### src/hw/rtl/ghs_pkg.sv
package ghs_pkg;

    localparam int unsigned LEN_W = 24;
    localparam logic [LEN_W-1:0] LEN_MAX = {LEN_W{1'b1}};

    localparam logic [7:0] ID1_BYTE = 8'h1f;
    localparam logic [7:0] ID2_BYTE = 8'h8b;
    localparam logic [7:0] METHOD_DEFLATE = 8'd8;

    localparam logic [7:0] FLAG_RESERVED = 8'he0;
    localparam logic [7:0] FLAG_COMMENT  = 8'h10;
    localparam logic [7:0] FLAG_NAME     = 8'h08;
    localparam logic [7:0] FLAG_EXTRA    = 8'h04;
    localparam logic [7:0] FLAG_HCRC     = 8'h02;

    localparam logic [3:0] FIXED_LAST = 4'd9;

    typedef enum logic [2:0] {
        KIND_HEADER  = 3'd0,
        KIND_PAYLOAD = 3'd1,
        KIND_BAD     = 3'd2,
        KIND_TRUNC   = 3'd3,
        KIND_DROP    = 3'd4
    } t_kind;

endpackage

### src/hw/rtl/ghs_in_if.sv
interface ghs_in_if;
    logic       valid;
    logic       ready;
    logic [7:0] data_byte;
    logic       stream_start;
    logic       final_byte;

    modport source (output valid, output data_byte, output stream_start,
                    output final_byte, input ready);
    modport sink   (input valid, input data_byte, input stream_start,
                    input final_byte, output ready);
endinterface

### src/hw/rtl/ghs_out_if.sv
interface ghs_out_if;
    logic                         valid;
    logic                         ready;
    ghs_pkg::t_kind               kind;
    logic [7:0]                   payload_byte;
    logic [ghs_pkg::LEN_W-1:0]    header_length;
    logic                         end_of_stream;

    modport source (output valid, output kind, output payload_byte,
                    output header_length, output end_of_stream, input ready);
    modport sink   (input valid, input kind, input payload_byte,
                    input header_length, input end_of_stream, output ready);
endinterface

### src/hw/rtl/gzip_header_skipper_core.sv
// channel  dir  payload                                          accepted when
// i_in     in   data_byte[7:0] stream_start final_byte           valid && ready
// o_out    out  kind[2:0] payload_byte[7:0] header_length[23:0]  valid && ready
//               end_of_stream
//
// One item per cycle unless o_out stalls; each byte is parsed in the cycle it
// is accepted and its result lands in the output register on the same edge.
// i_in.ready is high while the output register is empty or being drained,
// so a stall on o_out stops intake after one held result.
// i_rst_n (synchronous, active low) clears the parser and the output valid.
module gzip_header_skipper_core #(
    parameter int unsigned HEADER_COUNT_BITS = 24
) (
    input  logic        i_clk,
    input  logic        i_rst_n,
    ghs_in_if.sink      i_in,
    ghs_out_if.source   o_out
);

    localparam int unsigned CW = HEADER_COUNT_BITS;
    localparam int unsigned WW = (CW > ghs_pkg::LEN_W) ? CW : ghs_pkg::LEN_W;

    localparam logic [1:0] STG_EXTRA   = 2'd0;
    localparam logic [1:0] STG_NAME    = 2'd1;
    localparam logic [1:0] STG_COMMENT = 2'd2;
    localparam logic [1:0] STG_HCRC    = 2'd3;

    typedef enum logic [2:0] {
        PH_FIXED   = 3'd0,
        PH_XLEN    = 3'd1,
        PH_XDATA   = 3'd2,
        PH_NAME    = 3'd3,
        PH_COMMENT = 3'd4,
        PH_HCRC    = 3'd5,
        PH_PAYLOAD = 3'd6
    } t_phase;

    t_phase          r_phase, n_phase, e_phase;
    logic [3:0]      r_pos, n_pos, e_pos;
    logic [7:0]      r_flags, n_flags, e_flags;
    logic [15:0]     r_xrem, n_xrem, e_xrem;
    logic [CW-1:0]   r_count, n_count, e_count;
    logic            r_failed, n_failed, e_failed;

    logic                       r_out_valid;
    ghs_pkg::t_kind             r_kind, n_kind;
    logic [7:0]                 r_pay, n_pay;
    logic [ghs_pkg::LEN_W-1:0]  r_len, n_len;
    logic                       r_eos;

    logic            in_fire;
    logic            bad;
    logic [7:0]      b;
    logic [15:0]     xlen;
    logic [15:0]     xdec;
    logic [WW-1:0]   count_ext;

    function automatic t_phase f_enter(input logic [1:0] stage, input logic [7:0] flags);
        t_phase ph;
        ph = PH_PAYLOAD;
        if (stage <= STG_HCRC && (flags & ghs_pkg::FLAG_HCRC) != 8'd0)
            ph = PH_HCRC;
        if (stage <= STG_COMMENT && (flags & ghs_pkg::FLAG_COMMENT) != 8'd0)
            ph = PH_COMMENT;
        if (stage <= STG_NAME && (flags & ghs_pkg::FLAG_NAME) != 8'd0)
            ph = PH_NAME;
        if (stage == STG_EXTRA && (flags & ghs_pkg::FLAG_EXTRA) != 8'd0)
            ph = PH_XLEN;
        return ph;
    endfunction

    assign i_in.ready = !r_out_valid || o_out.ready;
    assign in_fire    = i_in.valid && i_in.ready;
    assign b          = i_in.data_byte;
    assign xlen       = {b, e_xrem[7:0]};
    assign xdec       = e_xrem - 16'd1;

    always_comb begin
        if (i_in.stream_start) begin
            e_phase  = PH_FIXED;
            e_pos    = 4'd0;
            e_flags  = 8'd0;
            e_xrem   = 16'd0;
            e_count  = '0;
            e_failed = 1'b0;
        end else begin
            e_phase  = r_phase;
            e_pos    = r_pos;
            e_flags  = r_flags;
            e_xrem   = r_xrem;
            e_count  = r_count;
            e_failed = r_failed;
        end
    end

    always_comb begin
        n_phase  = e_phase;
        n_pos    = e_pos;
        n_flags  = e_flags;
        n_xrem   = e_xrem;
        n_count  = e_count;
        n_failed = e_failed;
        n_kind   = ghs_pkg::KIND_HEADER;
        n_pay    = 8'd0;
        bad      = 1'b0;
        if (e_failed) begin
            n_kind = ghs_pkg::KIND_DROP;
        end else if (e_phase == PH_PAYLOAD) begin
            n_kind = ghs_pkg::KIND_PAYLOAD;
            n_pay  = b;
        end else begin
            if (e_count != {CW{1'b1}}) begin
                n_count = e_count + CW'(1);
            end
            unique case (e_phase)
                PH_FIXED: begin
                    if (e_pos == 4'd0 && b != ghs_pkg::ID1_BYTE) bad = 1'b1;
                    if (e_pos == 4'd1 && b != ghs_pkg::ID2_BYTE) bad = 1'b1;
                    if (e_pos == 4'd2 && b != ghs_pkg::METHOD_DEFLATE) bad = 1'b1;
                    if (e_pos == 4'd3) begin
                        n_flags = b;
                        if ((b & ghs_pkg::FLAG_RESERVED) != 8'd0) bad = 1'b1;
                    end
                    n_pos = e_pos + 4'd1;
                    if (!bad && e_pos >= ghs_pkg::FIXED_LAST) begin
                        n_pos   = 4'd0;
                        n_phase = f_enter(STG_EXTRA, n_flags);
                    end
                end
                PH_XLEN: begin
                    if (e_pos == 4'd0) begin
                        n_xrem = {8'd0, b};
                        n_pos  = 4'd1;
                    end else begin
                        n_xrem = xlen;
                        n_pos  = 4'd0;
                        if (xlen == 16'd0) n_phase = f_enter(STG_NAME, e_flags);
                        else               n_phase = PH_XDATA;
                    end
                end
                PH_XDATA: begin
                    n_xrem = xdec;
                    if (xdec == 16'd0) begin
                        n_pos   = 4'd0;
                        n_phase = f_enter(STG_NAME, e_flags);
                    end
                end
                PH_NAME: begin
                    if (b == 8'd0) begin
                        n_pos   = 4'd0;
                        n_phase = f_enter(STG_COMMENT, e_flags);
                    end
                end
                PH_COMMENT: begin
                    if (b == 8'd0) begin
                        n_pos   = 4'd0;
                        n_phase = f_enter(STG_HCRC, e_flags);
                    end
                end
                PH_HCRC: begin
                    if (e_pos == 4'd0) begin
                        n_pos = 4'd1;
                    end else begin
                        n_pos   = 4'd0;
                        n_phase = PH_PAYLOAD;
                    end
                end
                default: begin
                end
            endcase
            if (bad) begin
                n_kind   = ghs_pkg::KIND_BAD;
                n_failed = 1'b1;
            end else if (i_in.final_byte) begin
                n_kind   = ghs_pkg::KIND_TRUNC;
                n_failed = 1'b1;
            end
        end
    end

    assign count_ext = WW'(n_count);
    assign n_len = (count_ext > WW'(ghs_pkg::LEN_MAX)) ? ghs_pkg::LEN_MAX
                                                       : count_ext[ghs_pkg::LEN_W-1:0];

    always_ff @(posedge i_clk) begin
        if (!i_rst_n) begin
            r_phase     <= PH_FIXED;
            r_pos       <= 4'd0;
            r_flags     <= 8'd0;
            r_xrem      <= 16'd0;
            r_count     <= '0;
            r_failed    <= 1'b0;
            r_out_valid <= 1'b0;
        end else begin
            if (in_fire) begin
                r_phase  <= n_phase;
                r_pos    <= n_pos;
                r_flags  <= n_flags;
                r_xrem   <= n_xrem;
                r_count  <= n_count;
                r_failed <= n_failed;
                r_kind   <= n_kind;
                r_pay    <= n_pay;
                r_len    <= n_len;
                r_eos    <= i_in.final_byte;
            end
            if (in_fire) begin
                r_out_valid <= 1'b1;
            end else if (o_out.ready) begin
                r_out_valid <= 1'b0;
            end
        end
    end

    assign o_out.valid         = r_out_valid;
    assign o_out.kind          = r_kind;
    assign o_out.payload_byte  = r_pay;
    assign o_out.header_length = r_len;
    assign o_out.end_of_stream = r_eos;

    a_fire_fills: assert property (@(posedge i_clk) disable iff (!i_rst_n)
        in_fire |=> r_out_valid)
        else $error("accepted item did not reach the output register");

    a_drop_after_fail: assert property (@(posedge i_clk) disable iff (!i_rst_n)
        in_fire && !i_in.stream_start && r_failed |=> r_kind == ghs_pkg::KIND_DROP)
        else $error("byte after an error was not dropped");

    a_payload_pass: assert property (@(posedge i_clk) disable iff (!i_rst_n)
        in_fire && !i_in.stream_start && !r_failed && r_phase == PH_PAYLOAD
        |=> r_kind == ghs_pkg::KIND_PAYLOAD && r_pay == $past(i_in.data_byte))
        else $error("payload byte not passed through");

    a_pay_zero: assert property (@(posedge i_clk) disable iff (!i_rst_n)
        r_out_valid && r_kind != ghs_pkg::KIND_PAYLOAD |-> r_pay == 8'd0)
        else $error("payload byte set on a non-payload result");

endmodule

### src/flat_wrapper.sv
// flat-port wrapper written by rule: the top's interface ports become plain ports
module gzip_header_skipper_core_flat 
#(
    parameter int unsigned HEADER_COUNT_BITS = 24
)
  (i_clk, i_rst_n, i_in_valid, i_in_data_byte, i_in_stream_start, i_in_final_byte, i_in_ready, o_out_valid, o_out_kind, o_out_payload_byte, o_out_header_length, o_out_end_of_stream, o_out_ready);
  ghs_in_if i_in_i ();
  ghs_out_if o_out_i ();
  input  logic i_clk;
  input  logic i_rst_n;
  input wire logic [$bits(i_in_i.valid)-1:0] i_in_valid;
  input wire logic [$bits(i_in_i.data_byte)-1:0] i_in_data_byte;
  input wire logic [$bits(i_in_i.stream_start)-1:0] i_in_stream_start;
  input wire logic [$bits(i_in_i.final_byte)-1:0] i_in_final_byte;
  output wire logic [$bits(i_in_i.ready)-1:0] i_in_ready;
  output wire logic [$bits(o_out_i.valid)-1:0] o_out_valid;
  output wire logic [$bits(o_out_i.kind)-1:0] o_out_kind;
  output wire logic [$bits(o_out_i.payload_byte)-1:0] o_out_payload_byte;
  output wire logic [$bits(o_out_i.header_length)-1:0] o_out_header_length;
  output wire logic [$bits(o_out_i.end_of_stream)-1:0] o_out_end_of_stream;
  input wire logic [$bits(o_out_i.ready)-1:0] o_out_ready;
  assign i_in_i.valid = i_in_valid;
  assign i_in_i.data_byte = i_in_data_byte;
  assign i_in_i.stream_start = i_in_stream_start;
  assign i_in_i.final_byte = i_in_final_byte;
  assign i_in_ready = i_in_i.ready;
  assign o_out_valid = o_out_i.valid;
  assign o_out_kind = o_out_i.kind;
  assign o_out_payload_byte = o_out_i.payload_byte;
  assign o_out_header_length = o_out_i.header_length;
  assign o_out_end_of_stream = o_out_i.end_of_stream;
  assign o_out_i.ready = o_out_ready;
  gzip_header_skipper_core #(.HEADER_COUNT_BITS(HEADER_COUNT_BITS)) u_core (.i_clk(i_clk), .i_rst_n(i_rst_n), .i_in(i_in_i), .o_out(o_out_i));
endmodule
### config.mk
export PLATFORM = sky130hd
export DESIGN_NAME = gzip_header_skipper_core_flat
export DESIGN_NICKNAME = d
export VERILOG_FILES = /design/src/hw/rtl/ghs_pkg.sv /design/src/hw/rtl/ghs_in_if.sv /design/src/hw/rtl/ghs_out_if.sv /design/src/hw/rtl/gzip_header_skipper_core.sv /design/src/flat_wrapper.sv
export SDC_FILE = /design/constraint.sdc
export NUM_CORES = 1
export LEC_CHECK = 0
export BUFFER_PORTS_ARGS = -buffer_cell sky130_fd_sc_hd__buf_4
export CORE_MARGIN = 4
export CORE_UTILIZATION = 35
export DETAILED_ROUTE_END_ITERATION = 8
export PLACE_DENSITY = 0.62
export SKIP_LAST_GASP = 1
export SLEW_MARGIN = 20
export SYNTH_ARGS = -nofsm -noshare
export SYNTH_HDL_FRONTEND = slang
export SYNTH_SLANG_ARGS = --single-unit
### constraint.sdc
create_clock -name i_clk -period 7.45 [get_ports i_clk]
set_input_delay 2.235 -clock i_clk [delete_from_list [all_inputs] [get_ports i_clk]]
set_output_delay 2.235 -clock i_clk [all_outputs]
set_load 0.05 [all_outputs]
; Word level (Yosys, flattened, before mapping)
; Cells that the tools add are included.
[word_totals]
output_inout_bits = 38
inputBits = 14
register_bits = 93
[op_classes]
muxes = 64
eq_ne = 13
bitwise_logic = 1
addsub = 3
n_lt_le_gt_ge = 2
reduce_logical = 20
[op_table]
columns = op, n
row1 = $mux 24, 4
row2 = $mux 16, 4
row3 = $mux 8, 8
row4 = $mux 3, 16
row5 = $logic_not 16->1, 2
row6 = $pmux 16 s2, 1
row7 = $add 24x1->24 const B, 1
row8 = $gt 24x24->1 const B, 1
row9 = $mux 4, 6
row10 = $ne 24x24->1 const B, 1
row11 = $mux 1, 19
row12 = $pmux 3 s6, 1
row13 = $pmux 4 s4, 1
row14 = $sub 16x1->16 const B, 1
row15 = $eq 3x3->1 const B, 3
row16 = $eq 4x2->1 const B, 2
row17 = $logic_not 8->1, 1
row18 = $mux 2, 4
row19 = $ne 8x4->1 const B, 1
row20 = $ne 8x5->1 const B, 1
row21 = $ne 8x8->1 const B, 1
row22 = $reduce_bool 8->1, 1
row23 = $reduce_or 2->1, 4
row24 = $eq 3x2->1 const B, 2
row25 = 12 further kinds, 17

; Depth between registers and ports, before layout
; Gate-level depths: netlist (run 1).
[logic_depth]
word_depth = 17
ltp_mapped = 16
depth_no_buf = 10

; Least setup slack after synthesis (run 1)
; Ideal clock, no wire load.
[synth_path]
path_kind = input-to-reg
startpoint = input i_in_stream_start
endpoint = register u_core.r_phase[0]
slack_ps = 1557
arrival_ps = 5833
required_time_ps = 7390
stages = 15
path_cell_list = clkbuf_1 inv_1 clkbuf_1 clkbuf_1 clkbuf_1 nand2_1 ha_1 buf_2 or4b_1 buf_2 o41a_1 or4_1 or4b_4 nor4_2 o221a_1
[synth_via]
elab_chain_cells = 17
elab_cells_between_ends = 54
[synth_rtl]
columns = element, line
row1 = start: declaration, flat_wrapper.sv:13  ; input wire logic [$bits(i_in_i.stream_start)-1:0] i_in_stream_start;
row2 = $mux 4, gzip_header_skipper_core.sv:79  ; if (i_in.stream_start) begin
row3 = $logic_not 4->1, "gzip_header_skipper_core.sv:117, gzip_header_skipper_core.sv:131, gzip_header_skipper_core.sv:161"
row4 = $logic_and 1x1->1, gzip_header_skipper_core.sv:117  ; if (e_pos == 4'd0 && b != ghs_pkg::ID1_BYTE) bad = 1'b1;
row5 = $mux 1, gzip_header_skipper_core.sv:117
row6 = $mux 1, gzip_header_skipper_core.sv:118  ; if (e_pos == 4'd1 && b != ghs_pkg::ID2_BYTE) bad = 1'b1;
row7 = $mux 1, gzip_header_skipper_core.sv:119  ; if (e_pos == 4'd2 && b != ghs_pkg::METHOD_DEFLATE) bad = 1'b1;
row8 = $mux 1, gzip_header_skipper_core.sv:122  ; if ((b & ghs_pkg::FLAG_RESERVED) != 8'd0) bad = 1'b1;
row9 = $mux 1, gzip_header_skipper_core.sv:120  ; if (e_pos == 4'd3) begin
row10 = $mux 1, gzip_header_skipper_core.sv:115  ; unique case (e_phase)
row11 = $mux 1, gzip_header_skipper_core.sv:108  ; end else if (e_phase == PH_PAYLOAD) begin
row12 = $mux 1, gzip_header_skipper_core.sv:106  ; if (e_failed) begin
row13 = $logic_not 1->1, gzip_header_skipper_core.sv:125  ; if (!bad && e_pos >= ghs_pkg::FIXED_LAST) begin
row14 = $logic_and 1x1->1, gzip_header_skipper_core.sv:125
row15 = $mux 3, gzip_header_skipper_core.sv:125
row16 = $pmux 3 s6, gzip_header_skipper_core.sv:115
row17 = $mux 3, gzip_header_skipper_core.sv:108
row18 = $mux 3 (*), gzip_header_skipper_core.sv:106
row19 = end signal: assignment, gzip_header_skipper_core.sv:196  ; r_phase <= n_phase;
row20 = end: declaration, gzip_header_skipper_core.sv:38  ; t_phase r_phase, n_phase, e_phase;
; Every way passes the cells marked *; elsewhere a longest branch is shown, timed or not. The select of a mux whose other input is x is not followed.
; A chain may end at the register's enable or synchronous reset.

; Final worst setup path (run 1)
[layout_path]
startpoint = input i_in_stream_start
endpoint = register u_core.r_pos[0]
[layout_via]
elab_chain_cells = 17
elab_cells_between_ends = 41
[layout_rtl]
columns = element, line
row1 = $mux 4, gzip_header_skipper_core.sv:79
row2 = $logic_not 4->1, "gzip_header_skipper_core.sv:117, gzip_header_skipper_core.sv:131, gzip_header_skipper_core.sv:161"
row3 = $logic_and 1x1->1, gzip_header_skipper_core.sv:117
row4 = $mux 1, gzip_header_skipper_core.sv:117
row5 = $mux 1, gzip_header_skipper_core.sv:118
row6 = $mux 1, gzip_header_skipper_core.sv:119
row7 = $mux 1, gzip_header_skipper_core.sv:122
row8 = $mux 1, gzip_header_skipper_core.sv:120
row9 = $mux 1, gzip_header_skipper_core.sv:115
row10 = $mux 1, gzip_header_skipper_core.sv:108
row11 = $mux 1, gzip_header_skipper_core.sv:106
row12 = $logic_not 1->1, gzip_header_skipper_core.sv:125
row13 = $logic_and 1x1->1, gzip_header_skipper_core.sv:125
row14 = $mux 4, gzip_header_skipper_core.sv:125
row15 = $pmux 4 s4, gzip_header_skipper_core.sv:115
row16 = $mux 4, gzip_header_skipper_core.sv:108
row17 = $mux 4 (*), gzip_header_skipper_core.sv:106
row18 = end signal: assignment, gzip_header_skipper_core.sv:197  ; r_pos <= n_pos;
row19 = end: declaration, gzip_header_skipper_core.sv:39  ; logic [3:0] r_pos, n_pos, e_pos;
; Marked as above.

==> results.py, run 1 <==
metrics = {
    "global_routing": {
        "top_usage_layer": "met2",
        "first_global_vias": 4868,
        "grt_start_max_net_pins": 67,
        "grt_pass1_wl_um": 24800,
        "antenna_found_initial": 0,
        "overflow": 0,
        "grt_usage_pct": 18.3,
        "use_met2_pct": 29.0,
        "grtUsageMet3_pct": 3.07,
        "grt_use_met1_pct": 24.9,
    },
    "clock_network": {
        "cts_root_buf": "clkbuf_16",
        "cts_max_level": 3,
        "cts_resized": 0,
        "postCtsSetupBuffers": 0,
        "cts_tree": "yes",
        "clkLatencyLatePin_ns": 0.35,
        "cts_max_path_buffers": 2,
        "postCtsHoldBufs": 0,
        "path_clk_slew_ns": 0.06,
        "numCtsBuffers": 9,
        "cts.sinks": 89,
    },
    "critical_path": {
        "crit_required_ns": 7.65,
        "crit_type": "primary input to register",
        "endpoint_kind": "register",
        "critPathMaxFanout": 11,
        "timing.rr.end": "u_core.r_pos[0]$_SDFFE_PN0P_",
        "critical_path_arrival_ns": 5.52,
        "r2r_slack_ns": 4.02,
        "cp-start-kind": "primary input",
        "rr_worst_depth": 8,
        "r2r_start": "u_core.r_xrem[0]$_SDFFE_PN0P_",
    },
    "detailed_routing": {
        "drc": 0,
        "drt_iter0_drc": 430,
        "vias": 5068,
        "dr.pass1.iters": 5,
        "wl_per_cell_um": 18.0,
        "drtAntennaViolNets": 0,
        "routed_via_density": 5.92,
        "drt_wl_total_um": 15400,
    },
    "power": {
        "p_leak_uw": 0.00218,
        "power.density_mw_per_mm2": 205,
        "ir_drop_v": 0.000115,
    },
    "hold_path": {
        "hold_path.class": "register to register",
        "whs_path_depth": 2,
        "holdPathEnd": "u_core.r_count[4]$_SDFFE_PN0P_",
        "hp-start": "u_core.r_count[4]$_SDFFE_PN0P_",
    },
    "synthesis": {
        "synthFlopType": "dfxtp_1",
        "syn_nets": 655,
        "ys_seq_area_share_pct": 41.2,
        "synth_area_leader_cell": "edfxtp_1",
        "synth_edf_count": 36,
        "netlist_top_cells_area": "edfxtp_1 21%, dfxtp_1 20%, a21oi_1 5.3%",
        "ys_types": 67,
        "synth_seq_cells": 89,
        "synth_top_area_share_pct": 20.8,
        "synth-async-reset-ratio_pct": 0,
        "syn_area_sq_mm": 0.00520,
        "ys_warn_count": 0,
        "synth_cells": 634,
        "syn_area_per_cell_sq_um": 8.20,
    },
    "sta": {
        "slew_headroom_pct": 28.7,
        "hold_viol_final": 0,
        "setup_viol": 0,
        "skew_ns": 0.00768,
        "fmax_mhz": 188,
        "tightest_slew_ns": 1.07,
        "period_share_pct": 71.5,
        "final_max_slew_viol_count": 0,
        "setup_ws_ns": 2.12,
        "tns_ns": 0,
        "rsz0062_at_grt": "false",
        "post-route-min-period_ns": 5.33,
    },
    "placed_design": {
        "post-place-ws_ns": 1.81,
        "io_buffers": 51,
        "gp_congestion": 0.971,
        "dp_hpwl_um": 10600,
    },
    "floorplan": {
        "die-area_sq_mm": 0.0169,
        "std_cell_rows": 44,
        "ios": 52,
        "die-width_um": 130,
        "fp.dieH_um": 130,
        "start_util_pct": 35.8,
        "core_area_sq_mm": 0.0145,
    },
    "layout": {
        "antenna_cells": 0,
        "mostFrequentLayoutCell": "nand2_1",
        "register_area_sq_mm": 0.00214,
        "layout_common_cells": "72 x nand2_1, 67 x nor2_1, 58 x buf_4",
        "multi_input_area_sq_mm": 0.00288,
        "fill_cells": 1460,
        "nNetsFinal": 688,
        "drive_gt1_share_pct": 12.6,
        "syn2layout_area_growth_pct": 16.8,
    },
    "status": {
        "outcome": "finished, final reports clean",
    },
    "job": {
        "cap_viol_max_count": 0,
    },
}
[cell type report]
| class | instances | share of cell area, % |
|---|---|---|
| Multi-Input combinational cell | 495 | 47.3 |
| Sequential cell | 89 | 35.3 |
| Timing Repair Buffer | 59 | 7.41 |
| Clock buffer | 11 | 4.00 |
| Tap cell | 184 | 3.79 |
| Clock inverter | 5 | 1.42 |
| Inverter | 13 | 0.803 |
[synthesized netlist by cell type (3+ instances only)]
cell / number
or4_1: 7
a22oi_1: 11
o221ai_1: 3
nor2_1: 68
nor3_1: 23
dfxtp_1: 53
inv_1: 13
or3_1: 11
a31oi_1: 14
a21o_1: 6
nand4_1: 9
and2_1: 5
and4_1: 3
clkbuf_1: 32
xnor2_1: 9
a21oi_1: 55
nand2_1: 72
a211oi_1: 5
edfxtp_1: 36
a311oi_1: 4
xor2_1: 10
a41oi_1: 3
a2bb2oi_1: 4
nor4_1: 5
nand2b_1: 8
nor2b_1: 10
ha_1: 7
buf_2: 3
nand3_1: 19
nor3b_1: 6
o21ai_0: 54
and3_1: 19
[power breakdown]
part | switching [uW] | internal [uW] | total [uW]
clock | 197 | 306 | 503
sequential | 18.7 | 524 | 543
combinational | 135 | 64.0 | 199
total | 351 | 894 | 1240
[per-layer routing]
layer	vias up	wire length, um
met2	204	7120
li1	2418	-
met3	32	1010
met5	-	0
met1	2414	6950
met4	0	347
[flip-flops by register name, summed over array words and instances, names as in the netlist, 3 cells and up]
register                    cells
u_core.r_phase                  3
u_core.o_out.header_length     24
u_core.r_xrem                  16
u_core.r_count                 24
u_core.r_pos                    4
u_core.r_flags                  4
u_core.o_out.kind               3
u_core.o_out.payload_byte       8
[kinds of logic (layout without fill, tap and decap cells)]
| kind of cell | count (synthesis) | in the layout | synth area share [%] |
|---|---|---|---|
| XOR/XNOR | 19 | 19 | 3.20 |
| AND/OR/NAND/NOR | 278 | 278 | 27.0 |
| multiplexers | 3 | 3 | 0.601 |
| buffers and inverters | 50 | 88 | 3.82 |
| adder cells (fa/ha/maj) | 7 | 7 | 1.68 |
| AO/OA/AOI/OAI | 188 | 188 | 22.5 |
| flip-flops | 89 | 89 | 41.2 |
[worst max-delay path by stage]
stage                                endpoint  slack [ns]  cells past startpoint               from
4_1_cts          u_core.r_pos[2]$_SDFFE_PN0P_        2.17                     10  i_in_stream_start
5_1_grt          u_core.r_pos[0]$_SDFFE_PN0P_        2.03                     10  i_in_stream_start
6_report         u_core.r_pos[0]$_SDFFE_PN0P_        2.12                     10  i_in_stream_start
3_3_place_gp     u_core.r_pos[2]$_SDFFE_PN0P_        1.89                     10  i_in_stream_start
2_1_floorplan  u_core.r_phase[0]$_SDFFE_PN0P_        1.56                     15  i_in_stream_start
3_5_place_dp     u_core.r_pos[2]$_SDFFE_PN0P_        1.81                     10  i_in_stream_start
[metrics by stage]
step           total power (uW)  utilization, %  hold WS [ns]  cell area (sq um)  instances
2_1_floorplan               688               -         0.450               5200        634
3_3_place_gp                746            39.4         0.471               5730        839
3_5_place_dp                749            39.4         0.471               5730        839
4_1_cts                    1250            41.7         0.486               6050        855
5_1_grt                    1290            41.8         0.512               6080        856
6_report                   1240            41.8         0.485               6080        856
[worst max-delay path, stage by stage]
cell	delay [ns]
buf_4	0.09
inv_1	0.18
nand2_1	0.19
ha_1	0.33
or4b_1	0.63
o41a_1	0.42
or4_1	0.52
or4b_4	0.54
a21oi_2	0.24
a41oi_1	0.16
Note: power is estimated with default switching activity, not from simulation.
==> run 2: changes to the inputs <==
==> constraint.sdc (replaced) <==
create_clock -name i_clk -period 5.4 [get_ports i_clk]
set_input_delay 1.62 -clock i_clk [delete_from_list [all_inputs] [get_ports i_clk]]
set_output_delay 1.62 -clock i_clk [all_outputs]
set_load 0.05 [all_outputs]
==> results.py, run 2 (synthesized netlist as in run 1, its figures left out) <==
metrics = {
    "clock_network": {
        "cts.sinks": 89,
        "path_clk_slew_ns": 0.07,
        "clkLatencyLatePin_ns": 0.35,
        "cts_tree": "yes",
        "numCtsBuffers": 9,
        "postCtsSetupBuffers": 0,
        "cts_max_path_buffers": 2,
        "cts_max_level": 3,
        "cts_root_buf": "clkbuf_16",
        "cts_resized": 0,
        "postCtsHoldBufs": 0,
    },
    "global_routing": {
        "antenna_found_initial": 0,
        "grt_start_max_net_pins": 67,
        "grt_usage_pct": 17.9,
        "overflow": 0,
        "first_global_vias": 4675,
        "grt_pass1_wl_um": 24100,
    },
    "power": {
        "p_leak_uw": 0.00218,
        "ir_drop_v": 0.000154,
        "power_uw": 1630,
        "power.density_mw_per_mm2": 270,
    },
    "floorplan": {
        "ios": 52,
        "die-area_sq_mm": 0.0169,
        "start_util_pct": 35.8,
        "fp.dieH_um": 130,
        "std_cell_rows": 44,
        "core_area_sq_mm": 0.0145,
        "die-width_um": 130,
    },
    "sta": {
        "hold_viol_final": 0,
        "final_max_slew_viol_count": 0,
        "tns_ns": 0,
        "post-route-min-period_ns": 4.49,
        "tightest_slew_ns": 0.808,
        "fmax_mhz": 223,
        "setup_viol": 0,
        "slew_headroom_pct": 45.7,
        "rsz0062_at_grt": "false",
        "period_share_pct": 83.1,
        "skew_ns": 0.0107,
    },
    "placed_design": {
        "io_buffers": 51,
        "dp_hpwl_um": 10300,
        "gp_congestion": 0.930,
        "placed_area_sq_mm": 0.00576,
    },
    "detailed_routing": {
        "highest-signal-layer": "met4",
        "drtAntennaViolNets": 0,
        "drt_wl_total_um": 15100,
        "wirelength_met1_um": 6790,
        "dr.pass1.iters": 5,
        "vias": 5052,
        "wl_per_cell_um": 17.6,
        "wl_met2_um": 7010,
        "drt_iter0_drc": 566,
        "drc": 0,
        "routed_via_density": 5.88,
        "met3_length_um": 974,
    },
    "critical_path": {
        "rr_worst_depth": 8,
        "critical_path_arrival_ns": 4.70,
        "crit_required_ns": 5.61,
        "endpoint_kind": "register",
        "cp-start-kind": "primary input",
        "worstSetupStartpoint": "i_in_stream_start",
        "r2r_start": "u_core.r_xrem[0]$_SDFFE_PN0P_",
        "crit_type": "primary input to register",
        "critPathMaxFanout": 9,
    },
    "layout": {
        "layout_common_cells": "72 x nand2_1, 67 x nor2_1, 62 x buf_4",
        "syn2layout_area_growth_pct": 16.2,
        "mostFrequentLayoutCell": "nand2_1",
        "fill_cells": 1429,
        "final_area_sq_mm": 0.00604,
        "drive_gt1_share_pct": 13.0,
        "nNetsFinal": 691,
        "multi_input_area_sq_mm": 0.00287,
        "antenna_cells": 0,
        "register_area_sq_mm": 0.00214,
    },
    "hold_path": {
        "hp-start": "u_core.r_count[4]$_SDFFE_PN0P_",
        "hold_path.class": "register to register",
        "whs_path_depth": 2,
    },
    "job": {
        "cap_viol_max_count": 0,
    },
    "status": {
        "outcome": "finished, final reports clean",
    },
}
[run 2: worst paths after layout]
kind	endpoint	slack [ns]
setup / recovery	u_core.r_pos[0]$_SDFFE_PN0P_	0.91
hold / removal	u_core.r_count[4]$_SDFFE_PN0P_	0.49
setup reg to reg	u_core.r_pos[0]$_SDFFE_PN0P_	2.01
hold reg to reg	u_core.r_count[4]$_SDFFE_PN0P_	0.49
[run 2: power breakdown]
part           switching [uW]  total, uW  internal, uW
logic                     184        273          88.6
registers                25.6        748           722
clock network             279        608           329
total                     489       1630          1140
[run 2: area by class of cell]
type	count	share of cell area [%]
multi-input cells	495	47.5
flip-flops and latches	89	35.4
repair buffers	62	7.70
clock buffers	10	3.95
well taps	184	3.81
clock inverters	6	0.807
inverters	13	0.807
[run 2: routing by layer]
layer  global-route usage (%)  up-vias
met3                     3.56       26
met1                     24.1     2423
li1                         -     2426
met4                     6.78        0
met5                        0        -
met2                     28.4      177
[run 2: through the flow]
stage          std cells  setup WS, ns  hold WS, ns  util, %
6_report             859         0.911        0.487     41.6
5_1_grt              859         0.773        0.504     41.6
4_1_cts              859         0.922        0.482     41.6
3_5_place_dp         843         0.560        0.472     39.6
3_3_place_gp         843         0.655        0.469     39.6
2_1_floorplan        634         0.122        0.450        -
[run 2: worst max-delay path, stage by stage]
cell and delay, ns:
buf_4 0.10, inv_1 0.07, nand2_1 0.11, ha_1 0.34, or4b_1 0.63, o41a_1 0.40, or4_1 0.52, or4b_4 0.54
a21oi_2 0.23, a41oi_1 0.14
==> run 3: changes to the inputs <==
--- a/config.mk
+++ b/config.mk
@@ -5,6 +5,7 @@
 export SDC_FILE = /design/constraint.sdc
 export NUM_CORES = 1
 export LEC_CHECK = 0
+export ABC_AREA = 1
 export BUFFER_PORTS_ARGS = -buffer_cell sky130_fd_sc_hd__buf_4
 export CORE_MARGIN = 4
 export CORE_UTILIZATION = 35
==> constraint.sdc (replaced) <==
create_clock -name i_clk -period 4.2 [get_ports i_clk]
set_input_delay 1.26 -clock i_clk [delete_from_list [all_inputs] [get_ports i_clk]]
set_output_delay 1.26 -clock i_clk [all_outputs]
set_load 0.05 [all_outputs]
==> results.py, run 3 <==
metrics = {
    "synthesis": {
        "syn_area_sq_mm": 0.00570,
        "ys_seq_area_share_pct": 37.6,
        "synth_most_common_cell": "nand2_1",
        "synth_seq_cells": 89,
        "synth-async-reset-ratio_pct": 0,
        "synth_edf_count": 36,
        "synth_top_area_share_pct": 19.0,
        "syn_area_per_cell_sq_um": 7.22,
        "ys_top_cells_by_count": "153 x nand2_1, 125 x inv_1, 71 x nor2_1, 63 x o21ai_0, 57 x a21oi_1",
        "synthFlopType": "dfxtp_1",
        "synth_cells": 789,
        "ys_types": 54,
        "netlist_top_cells_area": "edfxtp_1 19%, dfxtp_1 19%, nand2_1 10%",
        "ys_warn_count": 0,
        "syn_nets": 810,
        "synth_area_leader_cell": "edfxtp_1",
    },
    "critical_path": {
        "cp-start-kind": "primary input",
        "critPathMaxFanout": 14,
        "cp_cell_sequence": "buf_4, nor2_1, ha_1, nand2_1, nor2_2, nand2_1, nor2_2, nand2_2, nor2_2, nand4_1, nand2_1, inv_1, nand3_1, o21ai_0, nand2_1, inv_1",
        "r2r_slack_ns": 1.69,
        "critical_path.max_stage_delay_ns": 0.24,
        "path_depth": 16,
        "r2r_start": "u_core.r_count[1]$_SDFFE_PN0P_",
        "rr_worst_depth": 16,
        "crit_type": "primary input to register",
        "worstSetupStartpoint": "i_in_stream_start",
        "crit_path_top_delay_cell": "nor2_1",
        "timing.critical_path.mode_cell": "nand2_1",
        "crit_family": "simple AND/OR/NAND/NOR gates",
        "endpoint_kind": "register",
        "timing.rr.end": "u_core.o_out.header_length[20]$_SDFFCE_PN1P_",
        "path_buf_inv": 3,
        "crit_required_ns": 4.31,
        "critical_path_arrival_ns": 3.40,
    },
    "power": {
        "p_sw_share_pct": 32.7,
        "p_comb_share_pct": 21.1,
        "power_frac_seq_pct": 44.4,
        "p_clk_share_pct": 34.6,
        "power.density_mw_per_mm2": 339,
        "ir_drop_v": 0.000215,
        "power_switching_uw": 728,
        "intPower_uw": 1500,
        "p_leak_uw": 0.00297,
    },
    "floorplan": {
        "ios": 52,
        "die-area_sq_mm": 0.0184,
        "core_area_sq_mm": 0.0159,
        "die-width_um": 136,
        "start_util_pct": 35.7,
        "fp.dieH_um": 136,
        "std_cell_rows": 46,
    },
    "detailed_routing": {
        "vias": 5438,
        "dr.pass1.iters": 6,
        "drt_iter0_drc": 507,
        "drtAntennaViolNets": 0,
        "wl_per_cell_um": 14.8,
        "drt_wl_total_um": 15700,
        "routed_via_density": 5.14,
        "drc": 0,
    },
    "sta": {
        "setup_ws_ns": 0.910,
        "tightest_slew_ns": 0.875,
        "rsz0062_at_grt": "false",
        "tns_ns": 0,
        "post-route-min-period_ns": 3.29,
        "setup_viol": 0,
        "fmax_mhz": 304,
        "slew_headroom_pct": 41.6,
        "final_max_slew_viol_count": 0,
        "skew_ns": 0.0103,
        "hold_viol_final": 0,
        "period_share_pct": 78.3,
    },
    "placed_design": {
        "dp_hpwl_um": 11400,
        "io_buffers": 51,
        "gp_congestion": 0.970,
        "post-place-ws_ns": 0.590,
        "placed_area_sq_mm": 0.00628,
    },
    "layout": {
        "layout_common_cells": "153 x nand2_1, 125 x inv_1, 70 x nor2_1",
        "drive_gt1_share_pct": 16.0,
        "antenna_cells": 0,
        "nNetsFinal": 858,
        "syn2layout_area_growth_pct": 15.1,
        "final_area_sq_mm": 0.00656,
        "mostFrequentLayoutCell": "nand2_1",
    },
    "clock_network": {
        "cts_root_buf": "clkbuf_16",
        "clkLatencyLatePin_ns": 0.36,
        "cts_resized": 0,
        "cts_tree": "yes",
        "cts_max_path_buffers": 2,
        "postCtsSetupBuffers": 0,
        "numCtsBuffers": 9,
        "postCtsHoldBufs": 0,
        "path_clk_slew_ns": 0.07,
        "cts_max_level": 3,
        "cts.sinks": 89,
    },
    "global_routing": {
        "overflow": 0,
        "antenna_found_initial": 0,
        "grt_start_max_net_pins": 46,
        "grt_usage_pct": 17.5,
        "first_global_vias": 4920,
        "grt_pass1_wl_um": 25400,
    },
    "status": {
        "outcome": "finished, final reports clean",
    },
    "hold_path": {
        "holdPathEnd": "u_core.r_pos[3]$_SDFFE_PN0P_",
        "hp-start": "u_core.r_pos[3]$_SDFFE_PN0P_",
        "whs_path_depth": 2,
        "hold_path.class": "register to register",
    },
    "job": {
        "cap_viol_max_count": 0,
    },
}
==> run 3: tightest hold or removal path: cells and delay by family (launching register included) <==
family          cells  cell delay (ns)
flops               1             0.31
simple gates        1             0.06
compound gates      1             0.06
==> run 3: power groups by stage <==
| stage | Clock, uW | Sequential, uW | Combinational [uW] |
|---|---|---|---|
| after detailed placement | 0 | 1010 | 463 |
| after global routing | 827 | 994 | 521 |
| after global placement | 0 | 1010 | 462 |
| after floorplan | 0 | 1050 | 288 |
| final | 769 | 987 | 469 |
| after CTS | 787 | 987 | 465 |
==> run 3: final cells by class <==
cell class	instances	area [sq um]
fill	1691	9390
clock buffer	11	233
tap	216	270
inverter	133	509
sequential	89	2140
clock inverter	5	41.3
timing repair buffer	60	450
multi-input combinational	544	2910
==> run 3: how the worst max path moves through the flow <==
stage                                                         to  slack [ns]
CTS                 u_core.o_out.header_length[20]$_SDFFCE_PN1P_        0.96
finish              u_core.o_out.header_length[20]$_SDFFCE_PN1P_        0.91
global route        u_core.o_out.header_length[20]$_SDFFCE_PN1P_        0.66
floorplan                   u_core.o_out.end_of_stream$_DFFE_PP_        0.01
global placement    u_core.o_out.header_length[20]$_SDFFCE_PN1P_        0.57
detailed placement  u_core.o_out.header_length[20]$_SDFFCE_PN1P_        0.59
==> run 3: through the flow <==
step           hold slack [ns]  power [uW]  util [%]  cells
3_3_place_gp             0.458        1470      39.4   1042
3_5_place_dp             0.464        1470      39.4   1042
2_1_floorplan            0.445        1340         -    789
6_report                 0.470        2230      41.1   1058
4_1_cts                  0.475        2240      41.1   1058
5_1_grt                  0.483        2340      41.1   1058
==> run 3: logic make-up (layout without fill, tap and decap cells) <==
kind of cell	Yosys count	count (layout)	synth area share, %
buffers and inverters	156	209	11.4
and+or+nand+nor	334	334	27.8
AOI/OAI and AO/OA	184	184	18.2
xor gates and xnor gates	19	19	3.45
adders and majority gates	7	7	1.54
DFF	89	89	37.6
==> run 3: layer usage <==
layer	GRT usage, %	wire [um]	share of wire (%)
met2	26.8	6930	44
met3	3.38	821	5.2
met4	6.16	404	2.6
met1	24.5	7530	48
met5	0	0	0
